==> config.mk <==
export PLATFORM = sky130hd
export DESIGN_NAME = thermistor_table_interpolator_top_flat
export DESIGN_NICKNAME = d
export VERILOG_FILES = /design/src/hw/rtl/tti_pkg.sv /design/src/hw/rtl/tti_req_if.sv /design/src/hw/rtl/tti_rsp_if.sv /design/src/hw/rtl/thermistor_table_interpolator_top.sv /design/src/flat_wrapper.sv
export SDC_FILE = /design/constraint.sdc
export NUM_CORES = 1
export LEC_CHECK = 0
export ABC_AREA = 1
export BUFFER_PORTS_ARGS = -buffer_cell sky130_fd_sc_hd__buf_2
export CORE_AREA = 2 2 99 173
export CTS_CLUSTER_DIAMETER = 150
export DETAILED_ROUTE_END_ITERATION = 7
export DIE_AREA = 0 0 101 175
export SYNTH_ARGS = -nofsm -noshare
export SYNTH_HDL_FRONTEND = slang
export SYNTH_SLANG_ARGS = --single-unit
==> constraint.sdc <==
create_clock -name clock -period 11.75 [get_ports clock]
set_input_delay 3.525 -clock clock [delete_from_list [all_inputs] [get_ports clock]]
set_output_delay 3.525 -clock clock [all_outputs]
set_load 0.1 [all_outputs]
==> src/hw/rtl/tti_pkg.sv <==
// Shared constants, lookup table and table lookup function for the thermistor table interpolator.
`timescale 1ns / 1ps
`default_nettype none

package tti_pkg;

   // Field widths
   localparam int ADC_W  = 10;
   localparam int TEMP_W = 12;

   // Table geometry
   localparam int STORED_ENTRIES        = 39;
   localparam int TABLE_ENTRIES_DEFAULT = 39;
   localparam int TABLE_IDX_W           = 6;

   // Temperature scale in tenths of a degree
   localparam int BASE_DECI = -400;
   localparam int STEP_DECI = 50;

   // Datapath widths: shared subtractor, numerator/quotient, final sum
   localparam int ALU_W  = 12;
   localparam int NUM_W  = 16;
   localparam int SUM_W  = 18;
   localparam int CNT_W  = 4;

   // ADC readings, one every 5 degrees from -40 C, descending
   localparam logic [ADC_W-1:0] ADC_POINTS [STORED_ENTRIES] = '{
      10'd1018, 10'd1016, 10'd1013, 10'd1008, 10'd1003, 10'd995, 10'd986, 10'd974,
      10'd960,  10'd942,  10'd920,  10'd894,  10'd864,  10'd829, 10'd790, 10'd747,
      10'd701,  10'd653,  10'd602,  10'd552,  10'd502,  10'd453, 10'd406, 10'd363,
      10'd322,  10'd286,  10'd252,  10'd222,  10'd195,  10'd172, 10'd151, 10'd133,
      10'd117,  10'd102,  10'd90,   10'd80,   10'd70,   10'd62,  10'd55
   };

   // Look up one table entry; indices past the stored entries read the last one
   function automatic logic [ADC_W-1:0] adc_point(input logic [TABLE_IDX_W-1:0] idx);
      logic [ADC_W-1:0] val;
      if (int'(idx) >= STORED_ENTRIES) begin
         val = ADC_POINTS[STORED_ENTRIES-1];
      end else begin
         val = ADC_POINTS[idx];
      end
      return val;
   endfunction

endpackage

`default_nettype wire

==> src/hw/rtl/tti_req_if.sv <==
// Input channel carrying one raw ADC sample per item.
`timescale 1ns / 1ps
`default_nettype none

interface tti_req_if;
   logic                       valid;
   logic                       ready;
   logic [tti_pkg::ADC_W-1:0]  raw_sample;

   modport source (output valid, output raw_sample, input ready);
   modport sink   (input valid, input raw_sample, output ready);
endinterface

`default_nettype wire

==> src/hw/rtl/tti_rsp_if.sv <==
// Result channel carrying one temperature in tenths of a degree per item.
`timescale 1ns / 1ps
`default_nettype none

interface tti_rsp_if;
   logic                               valid;
   logic                               ready;
   logic signed [tti_pkg::TEMP_W-1:0]  temperature_deci;

   modport source (output valid, output temperature_deci, input ready);
   modport sink   (input valid, input temperature_deci, output ready);
endinterface

`default_nettype wire

==> src/hw/rtl/thermistor_table_interpolator_top.sv <==
// Top level: thermistor ADC sample to temperature by table search and interpolation.
//
// Usage:
//   req_if carries one 10-bit raw ADC sample per item; rsp_if returns one signed
//   12-bit temperature in tenths of a degree Celsius per item.
//   Both channels move an item on a clock edge where valid and ready are high.
//   One item is in work at a time; req_if.ready is high only while the block is idle.
//   After accept the block searches the table from the hot end (low ADC values)
//   down to the segment k that holds the sample, sets up span and offset, divides
//   and writes the output register, so hot readings take the shortest search.
//   A flat table segment skips the divide. The search steps
//   one table entry per cycle and the divide retires one quotient bit per cycle,
//   both on one shared subtractor.
//   A stalled receiver holds the result in the output register; the block waits
//   in its output state until that register frees, and takes no new item meanwhile.
//   Synchronous reset returns the sequencer to idle and drops any pending result.
`timescale 1ns / 1ps
`default_nettype none

module thermistor_table_interpolator_top #(
   parameter int TABLE_ENTRIES = tti_pkg::TABLE_ENTRIES_DEFAULT
) (
   input  wire     clock,
   input  wire     reset,
   tti_req_if.sink   req_if,
   tti_rsp_if.source rsp_if
);

   localparam int KW = (TABLE_ENTRIES > 2) ? $clog2(TABLE_ENTRIES) : 1;
   localparam int AW = tti_pkg::ADC_W;

   typedef enum logic [5:0] {
      ST_IDLE   = 6'b000001,
      ST_SEARCH = 6'b000010,
      ST_SPAN   = 6'b000100,
      ST_DIFF   = 6'b001000,
      ST_DIVIDE = 6'b010000,
      ST_FINISH = 6'b100000
   } state_type;

   state_type                          state_ff, state_in;
   logic [KW-1:0]                      k_ff, k_in;
   logic [AW-1:0]                      sample_ff, sample_in;
   logic [AW-1:0]                      span_ff, span_in;
   logic [AW-1:0]                      rem_ff, rem_in;
   logic [tti_pkg::NUM_W-1:0]          quo_ff, quo_in;
   logic [tti_pkg::CNT_W-1:0]          cnt_ff, cnt_in;
   logic                               neg_ff, neg_in;
   logic                               rsp_valid_ff, rsp_valid_in;
   logic signed [tti_pkg::TEMP_W-1:0]  rsp_temp_ff, rsp_temp_in;

   logic [tti_pkg::TABLE_IDX_W-1:0]    lo_idx, hi_idx;
   logic [AW-1:0]                      lo_val, hi_val;
   logic signed [tti_pkg::ALU_W-1:0]   alu_a, alu_b, alu_diff;
   logic [AW:0]                        rem_shift;
   logic [AW-1:0]                      diff_mag;
   logic [tti_pkg::NUM_W-1:0]          numer;
   logic signed [tti_pkg::SUM_W-1:0]   step_w, frac_w, temp_w;
   logic                               req_take, out_free;

   // Table reads for the current segment
   assign lo_idx = tti_pkg::TABLE_IDX_W'(k_ff);
   assign hi_idx = tti_pkg::TABLE_IDX_W'(k_ff - 1'b1);
   assign lo_val = tti_pkg::adc_point(lo_idx);
   assign hi_val = tti_pkg::adc_point(hi_idx);

   assign rem_shift = {rem_ff, quo_ff[tti_pkg::NUM_W-1]};

   // Shared subtractor: search compare, span, offset and divide trial
   always_comb begin
      case (state_ff)
         ST_SEARCH: begin
            alu_a = signed'(tti_pkg::ALU_W'(lo_val));
            alu_b = signed'(tti_pkg::ALU_W'(sample_ff));
         end
         ST_SPAN: begin
            alu_a = signed'(tti_pkg::ALU_W'(hi_val));
            alu_b = signed'(tti_pkg::ALU_W'(lo_val));
         end
         ST_DIFF: begin
            alu_a = signed'(tti_pkg::ALU_W'(sample_ff));
            alu_b = signed'(tti_pkg::ALU_W'(lo_val));
         end
         ST_DIVIDE: begin
            alu_a = signed'(tti_pkg::ALU_W'(rem_shift));
            alu_b = signed'(tti_pkg::ALU_W'(span_ff));
         end
         default: begin
            alu_a = '0;
            alu_b = '0;
         end
      endcase
   end
   assign alu_diff = alu_a - alu_b;

   // Offset magnitude times the step size
   assign diff_mag = alu_diff[tti_pkg::ALU_W-1] ? AW'(-alu_diff) : AW'(alu_diff);
   assign numer    = tti_pkg::NUM_W'(tti_pkg::NUM_W'(diff_mag)
                                     * tti_pkg::NUM_W'(tti_pkg::STEP_DECI));

   // Final sum: base plus segment step, minus signed fraction
   assign step_w = signed'(tti_pkg::SUM_W'(tti_pkg::SUM_W'(k_ff)
                                          * tti_pkg::SUM_W'(tti_pkg::STEP_DECI)));
   assign frac_w = signed'(tti_pkg::SUM_W'(quo_ff));
   assign temp_w = signed'(tti_pkg::SUM_W'(tti_pkg::BASE_DECI)) + step_w
                   + (neg_ff ? frac_w : -frac_w);

   assign req_take = req_if.valid && req_if.ready;
   assign out_free = !rsp_valid_ff || rsp_if.ready;

   // Sequencer
   always_comb begin
      state_in     = state_ff;
      k_in         = k_ff;
      sample_in    = sample_ff;
      span_in      = span_ff;
      rem_in       = rem_ff;
      quo_in       = quo_ff;
      cnt_in       = cnt_ff;
      neg_in       = neg_ff;
      rsp_valid_in = rsp_valid_ff;
      rsp_temp_in  = rsp_temp_ff;

      // drop the result once taken
      if (rsp_valid_ff && rsp_if.ready) begin
         rsp_valid_in = 1'b0;
      end

      case (state_ff)
         ST_IDLE: begin
            if (req_take) begin
               sample_in = req_if.raw_sample;
               k_in      = KW'(TABLE_ENTRIES - 1);
               state_in  = ST_SEARCH;
            end
         end
         ST_SEARCH: begin
            // step down while the sample sits above the entry
            if (alu_diff[tti_pkg::ALU_W-1] && (k_ff > KW'(1))) begin
               k_in = k_ff - 1'b1;
            end else begin
               state_in = ST_SPAN;
            end
         end
         ST_SPAN: begin
            span_in  = AW'(alu_diff);
            state_in = ST_DIFF;
         end
         ST_DIFF: begin
            neg_in = alu_diff[tti_pkg::ALU_W-1];
            rem_in = '0;
            cnt_in = '0;
            if (span_ff == '0) begin
               quo_in   = '0;
               state_in = ST_FINISH;
            end else begin
               quo_in   = numer;
               state_in = ST_DIVIDE;
            end
         end
         ST_DIVIDE: begin
            // one restoring step per cycle
            if (!alu_diff[tti_pkg::ALU_W-1]) begin
               rem_in = AW'(alu_diff);
               quo_in = {quo_ff[tti_pkg::NUM_W-2:0], 1'b1};
            end else begin
               rem_in = AW'(rem_shift);
               quo_in = {quo_ff[tti_pkg::NUM_W-2:0], 1'b0};
            end
            cnt_in = cnt_ff + 1'b1;
            if (cnt_ff == '1) begin
               state_in = ST_FINISH;
            end
         end
         ST_FINISH: begin
            // hold until the output register is free
            if (out_free) begin
               rsp_temp_in  = temp_w[tti_pkg::TEMP_W-1:0];
               rsp_valid_in = 1'b1;
               state_in     = ST_IDLE;
            end
         end
         default: begin
            state_in = ST_IDLE;
         end
      endcase
   end

   // Control registers
   always_ff @(posedge clock) begin
      if (reset) begin
         state_ff     <= ST_IDLE;
         rsp_valid_ff <= 1'b0;
      end else begin
         state_ff     <= state_in;
         rsp_valid_ff <= rsp_valid_in;
      end
   end

   // Datapath registers
   always_ff @(posedge clock) begin
      k_ff        <= k_in;
      sample_ff   <= sample_in;
      span_ff     <= span_in;
      rem_ff      <= rem_in;
      quo_ff      <= quo_in;
      cnt_ff      <= cnt_in;
      neg_ff      <= neg_in;
      rsp_temp_ff <= rsp_temp_in;
   end

   assign req_if.ready            = (state_ff == ST_IDLE);
   assign rsp_if.valid            = rsp_valid_ff;
   assign rsp_if.temperature_deci = rsp_temp_ff;

   // Accepted item starts the search
   a_accept_starts_search: assert property (@(posedge clock) disable iff (reset)
      req_take |=> (state_ff == ST_SEARCH))
      else $error("accepted item did not start the search");

   // Segment index never reaches zero while searching
   a_search_index_positive: assert property (@(posedge clock) disable iff (reset)
      (state_ff == ST_SEARCH) |-> (k_ff != '0))
      else $error("search index fell to zero");

   // Divider remainder stays below the span
   a_divide_rem_bound: assert property (@(posedge clock) disable iff (reset)
      (state_ff == ST_DIVIDE) |-> (rem_ff < span_ff))
      else $error("divider remainder out of range");

   // A new result appears only out of the output state
   a_result_from_finish: assert property (@(posedge clock) disable iff (reset)
      $rose(rsp_valid_ff) |-> $past(state_ff == ST_FINISH))
      else $error("result raised outside the output state");

endmodule

`default_nettype wire
==> src/flat_wrapper.sv <==
// flat-port wrapper written by rule: the top's interface ports become plain ports
module thermistor_table_interpolator_top_flat 
#(
   parameter int TABLE_ENTRIES = tti_pkg::TABLE_ENTRIES_DEFAULT
)
  (clock, reset, req_if_valid, req_if_raw_sample, req_if_ready, rsp_if_valid, rsp_if_temperature_deci, rsp_if_ready);
  tti_req_if req_if_i ();
  tti_rsp_if rsp_if_i ();
  input  wire clock;
  input  wire reset;
  input wire logic [$bits(req_if_i.valid)-1:0] req_if_valid;
  input wire logic [$bits(req_if_i.raw_sample)-1:0] req_if_raw_sample;
  output wire logic [$bits(req_if_i.ready)-1:0] req_if_ready;
  output wire logic [$bits(rsp_if_i.valid)-1:0] rsp_if_valid;
  output wire logic [$bits(rsp_if_i.temperature_deci)-1:0] rsp_if_temperature_deci;
  input wire logic [$bits(rsp_if_i.ready)-1:0] rsp_if_ready;
  assign req_if_i.valid = req_if_valid;
  assign req_if_i.raw_sample = req_if_raw_sample;
  assign req_if_ready = req_if_i.ready;
  assign rsp_if_valid = rsp_if_i.valid;
  assign rsp_if_temperature_deci = rsp_if_i.temperature_deci;
  assign rsp_if_i.ready = rsp_if_ready;
  thermistor_table_interpolator_top #(.TABLE_ENTRIES(TABLE_ENTRIES)) u_core (.clock(clock), .reset(reset), .req_if(req_if_i), .rsp_if(rsp_if_i));
endmodule
==> flow_summary.toml <==
[hold_path]
holdCritPathClass = "reg -> reg"
worstHoldStart = "u_core.quo_ff[0]$_SDFFCE_PN0P_"
min_to = "u_core.rsp_if.temperature_deci[0]$_DFFE_PP_"
whs_path_depth = 0

[logic_synthesis]
synthTopCellsByCount = "nand2_1, inv_1, ha_1, nand3_1, nor2_1"
ys_warn_count = 0
netlist_instances = 1008
netlist_top_cells_area = "edfxtp_1, ha_1, nand2_1"
yosys.cell_count.top_type = "nand2_1"
avgSynthCellArea_sq_um = 7.589
synthArstFlopShare = 0
ys_ff_latch = 76
synth.distinct_cells = 51
synth_edf_count = 69
synthFlopType = "edfxtp_1"
syn-cell-area_sq_um = 7650
synth_area_leader_cell = "edfxtp_1"
synth_nets = 1135
seq_area_frac_synth = 0.2892
synth_top_area_frac = 0.2709

[final_layout]
fin_nets = 1155
nFillCells = 1656
layout-drive-gt1-share = 0.08228
num_antenna_cells = 0
final_cells = 1225
area_growth_pct = 7.311

[placement]
portBuffers = 27
dp_cells = 1209
place_congestion = 0.9430
dp_hpwl_microns = 16890
dp_slack_ps = 4279

[die]
io_pins = 28
core_area_sq_um = 16290
start_util = 0.4696
die-area_sq_um = 17680
rows = 62
dieWidth_microns = 101
die_h_microns = 175

[clock_tree]
cts.path.max_buffers = 2
htreeDepth = 3
cts_made_buffers = 9
cts_hold_buf = 0
post_cts_buffers = 0
worstSkewPairLatency_ps = 350
cts_tree = "built"
root_buffer = "clkbuf_16"
cts_resized = 0
path_clk_slew_ps = 70
cts_sinks = 76

[drt]
vias_per_cell = 5.532
drtAntennaViolNets = 0
drt_iter0_drc = 357
drcViolationCount = 0
finalWirelength_microns = 20960
drtPass1Iterations = 5
wl_per_cell_microns = 17.11
vias = 6777

[critical_path]
cpMostUsedCell = "inv_1"
crit_family = "adder cells"
max_stage_delay_ps = 650
reg2reg_from = "u_core.k_ff[1]$_SDFFCE_PN1P_"
crit_arrival_ps = 7570
critPathLaunchType = "flop"
cp.required_ps = 11850
cp_num_buf_inv = 9
timing.rr.end = "u_core.quo_ff[11]$_DFFE_PP_"
crit_slowest_cell = "fa_1"
end_kind = "flop"
path_class = "reg -> reg"
critPathMaxFanout = 14
reg2reg_slack_ps = 4280
reg2regPathDepth = 34

[run_status]
status = "finished, final reports clean"

[timing]
final-setup-viol-count = 0
finClkSkew_ps = 13.06
finalCritPeriodShare = 0.6358
min_period_ps = 7471
hold_viol_final = 0
max_freq_mhz = 133.9
rsz0062_at_grt = "no"
worst_slack_ps = 4279
tns_ps = 0
worst_slew_pin_slew_ps = 1005
report.final.slew_viol_count = 0
timing.slew.headroom = 0.3276

[global_routing]
overflow = 0
antenna_found_initial = 0
grt_max_degree = 32
grt_pass1_vias = 6683
gr-usage-all-layers = 0.2482
grt_pass1_wl_microns = 33680

[job]
cap_violations = 0
==> per-layer routing <==
metal  global-route usage  part of all wire
met5                    0                 0
met4               0.1374             0.051
met3              0.03200             0.035
met2               0.4406              0.53
met1               0.2808              0.39
==> through the flow <==
step,hold slack (ps),area (sq um),utilization
2_1_floorplan,451.0,7650,-
3_3_place_gp,485.1,7910,0.4856
3_5_place_dp,477.6,7910,0.4856
4_1_cts,488.7,8209,0.5039
5_1_grt,515.3,8209,0.5039
6_report,493.9,8209,0.5039
==> worst max-delay path by stage <==
stage | startpoint | to | slack, ps | cells after the start
after CTS | u_core.k_ff[1]$_SDFFCE_PN1P_ | u_core.quo_ff[13]$_DFFE_PP_ | 4260 | 36
after detailed placement | u_core.k_ff[1]$_SDFFCE_PN1P_ | u_core.quo_ff[13]$_DFFE_PP_ | 4280 | 36
after global placement | u_core.k_ff[1]$_SDFFCE_PN1P_ | u_core.quo_ff[13]$_DFFE_PP_ | 4420 | 36
final | u_core.k_ff[1]$_SDFFCE_PN1P_ | u_core.quo_ff[11]$_DFFE_PP_ | 4280 | 34
after global routing | u_core.k_ff[1]$_SDFFCE_PN1P_ | u_core.quo_ff[13]$_DFFE_PP_ | 3540 | 36
after floorplan | u_core.k_ff[1]$_SDFFCE_PN1P_ | u_core.quo_ff[13]$_DFFE_PP_ | 5370 | 37
==> flip-flops by register name, indices dropped and copies added (netlist names) <==
| name | flops |
|---|---|
| u_core.rem_ff | 10 |
| u_core.state_ff | 6 |
| u_core.span_ff | 10 |
| u_core.quo_ff | 16 |
| u_core.sample_ff | 10 |
| u_core.neg_ff | 1 |
| u_core.k_ff | 6 |
| u_core.rsp_if.temperature_deci | 12 |
| u_core.rsp_if.valid | 1 |
| u_core.cnt_ff | 4 |
==> cell usage in the layout, fill, tap and decap left out, types with 4 or more instances in the layout <==
cell,instances
nand2_1,234
inv_1,150
ha_1,105
nand3_1,77
nor2_1,76
edfxtp_1,69
o21ai_0,59
a21oi_1,41
xor2_1,30
buf_2,27
nand4_1,21
nand2_2,13
clkbuf_16,9
o211ai_1,8
o22ai_1,8
fa_1,8
inv_2,7
a22oi_1,7
xnor2_1,7
dfxtp_1,7
nor3_1,6
a31oi_1,5
nand3b_1,5
clkinv_1,4
o21ai_1,4
==> layout make-up <==
type,count,area [sq um],share of cell area
inverter,162,613.1,0.07468
clock inverter,7,73.82,0.008993
tap,192,240.2,0.02926
timing repair buffer,30,157.7,0.01920
sequential,76,2212,0.2695
clock buffer,9,225.2,0.02743
multi-input combinational,749,4687,0.5710
==> logic make-up after synthesis <==
kind of cell	count (synthesis)	share of synthesized area
DFF	76	0.2892
xor gates and xnor gates	39	0.04809
and+or+nand+nor	446	0.2566
AOI/OAI and AO/OA	151	0.1153
buffers and inverters	183	0.09814
adders and majority gates	113	0.1927
Power is left out: the tool's default activity adds up to more than one toggle a clock period on the data nets, which glitch-free logic cannot reach.
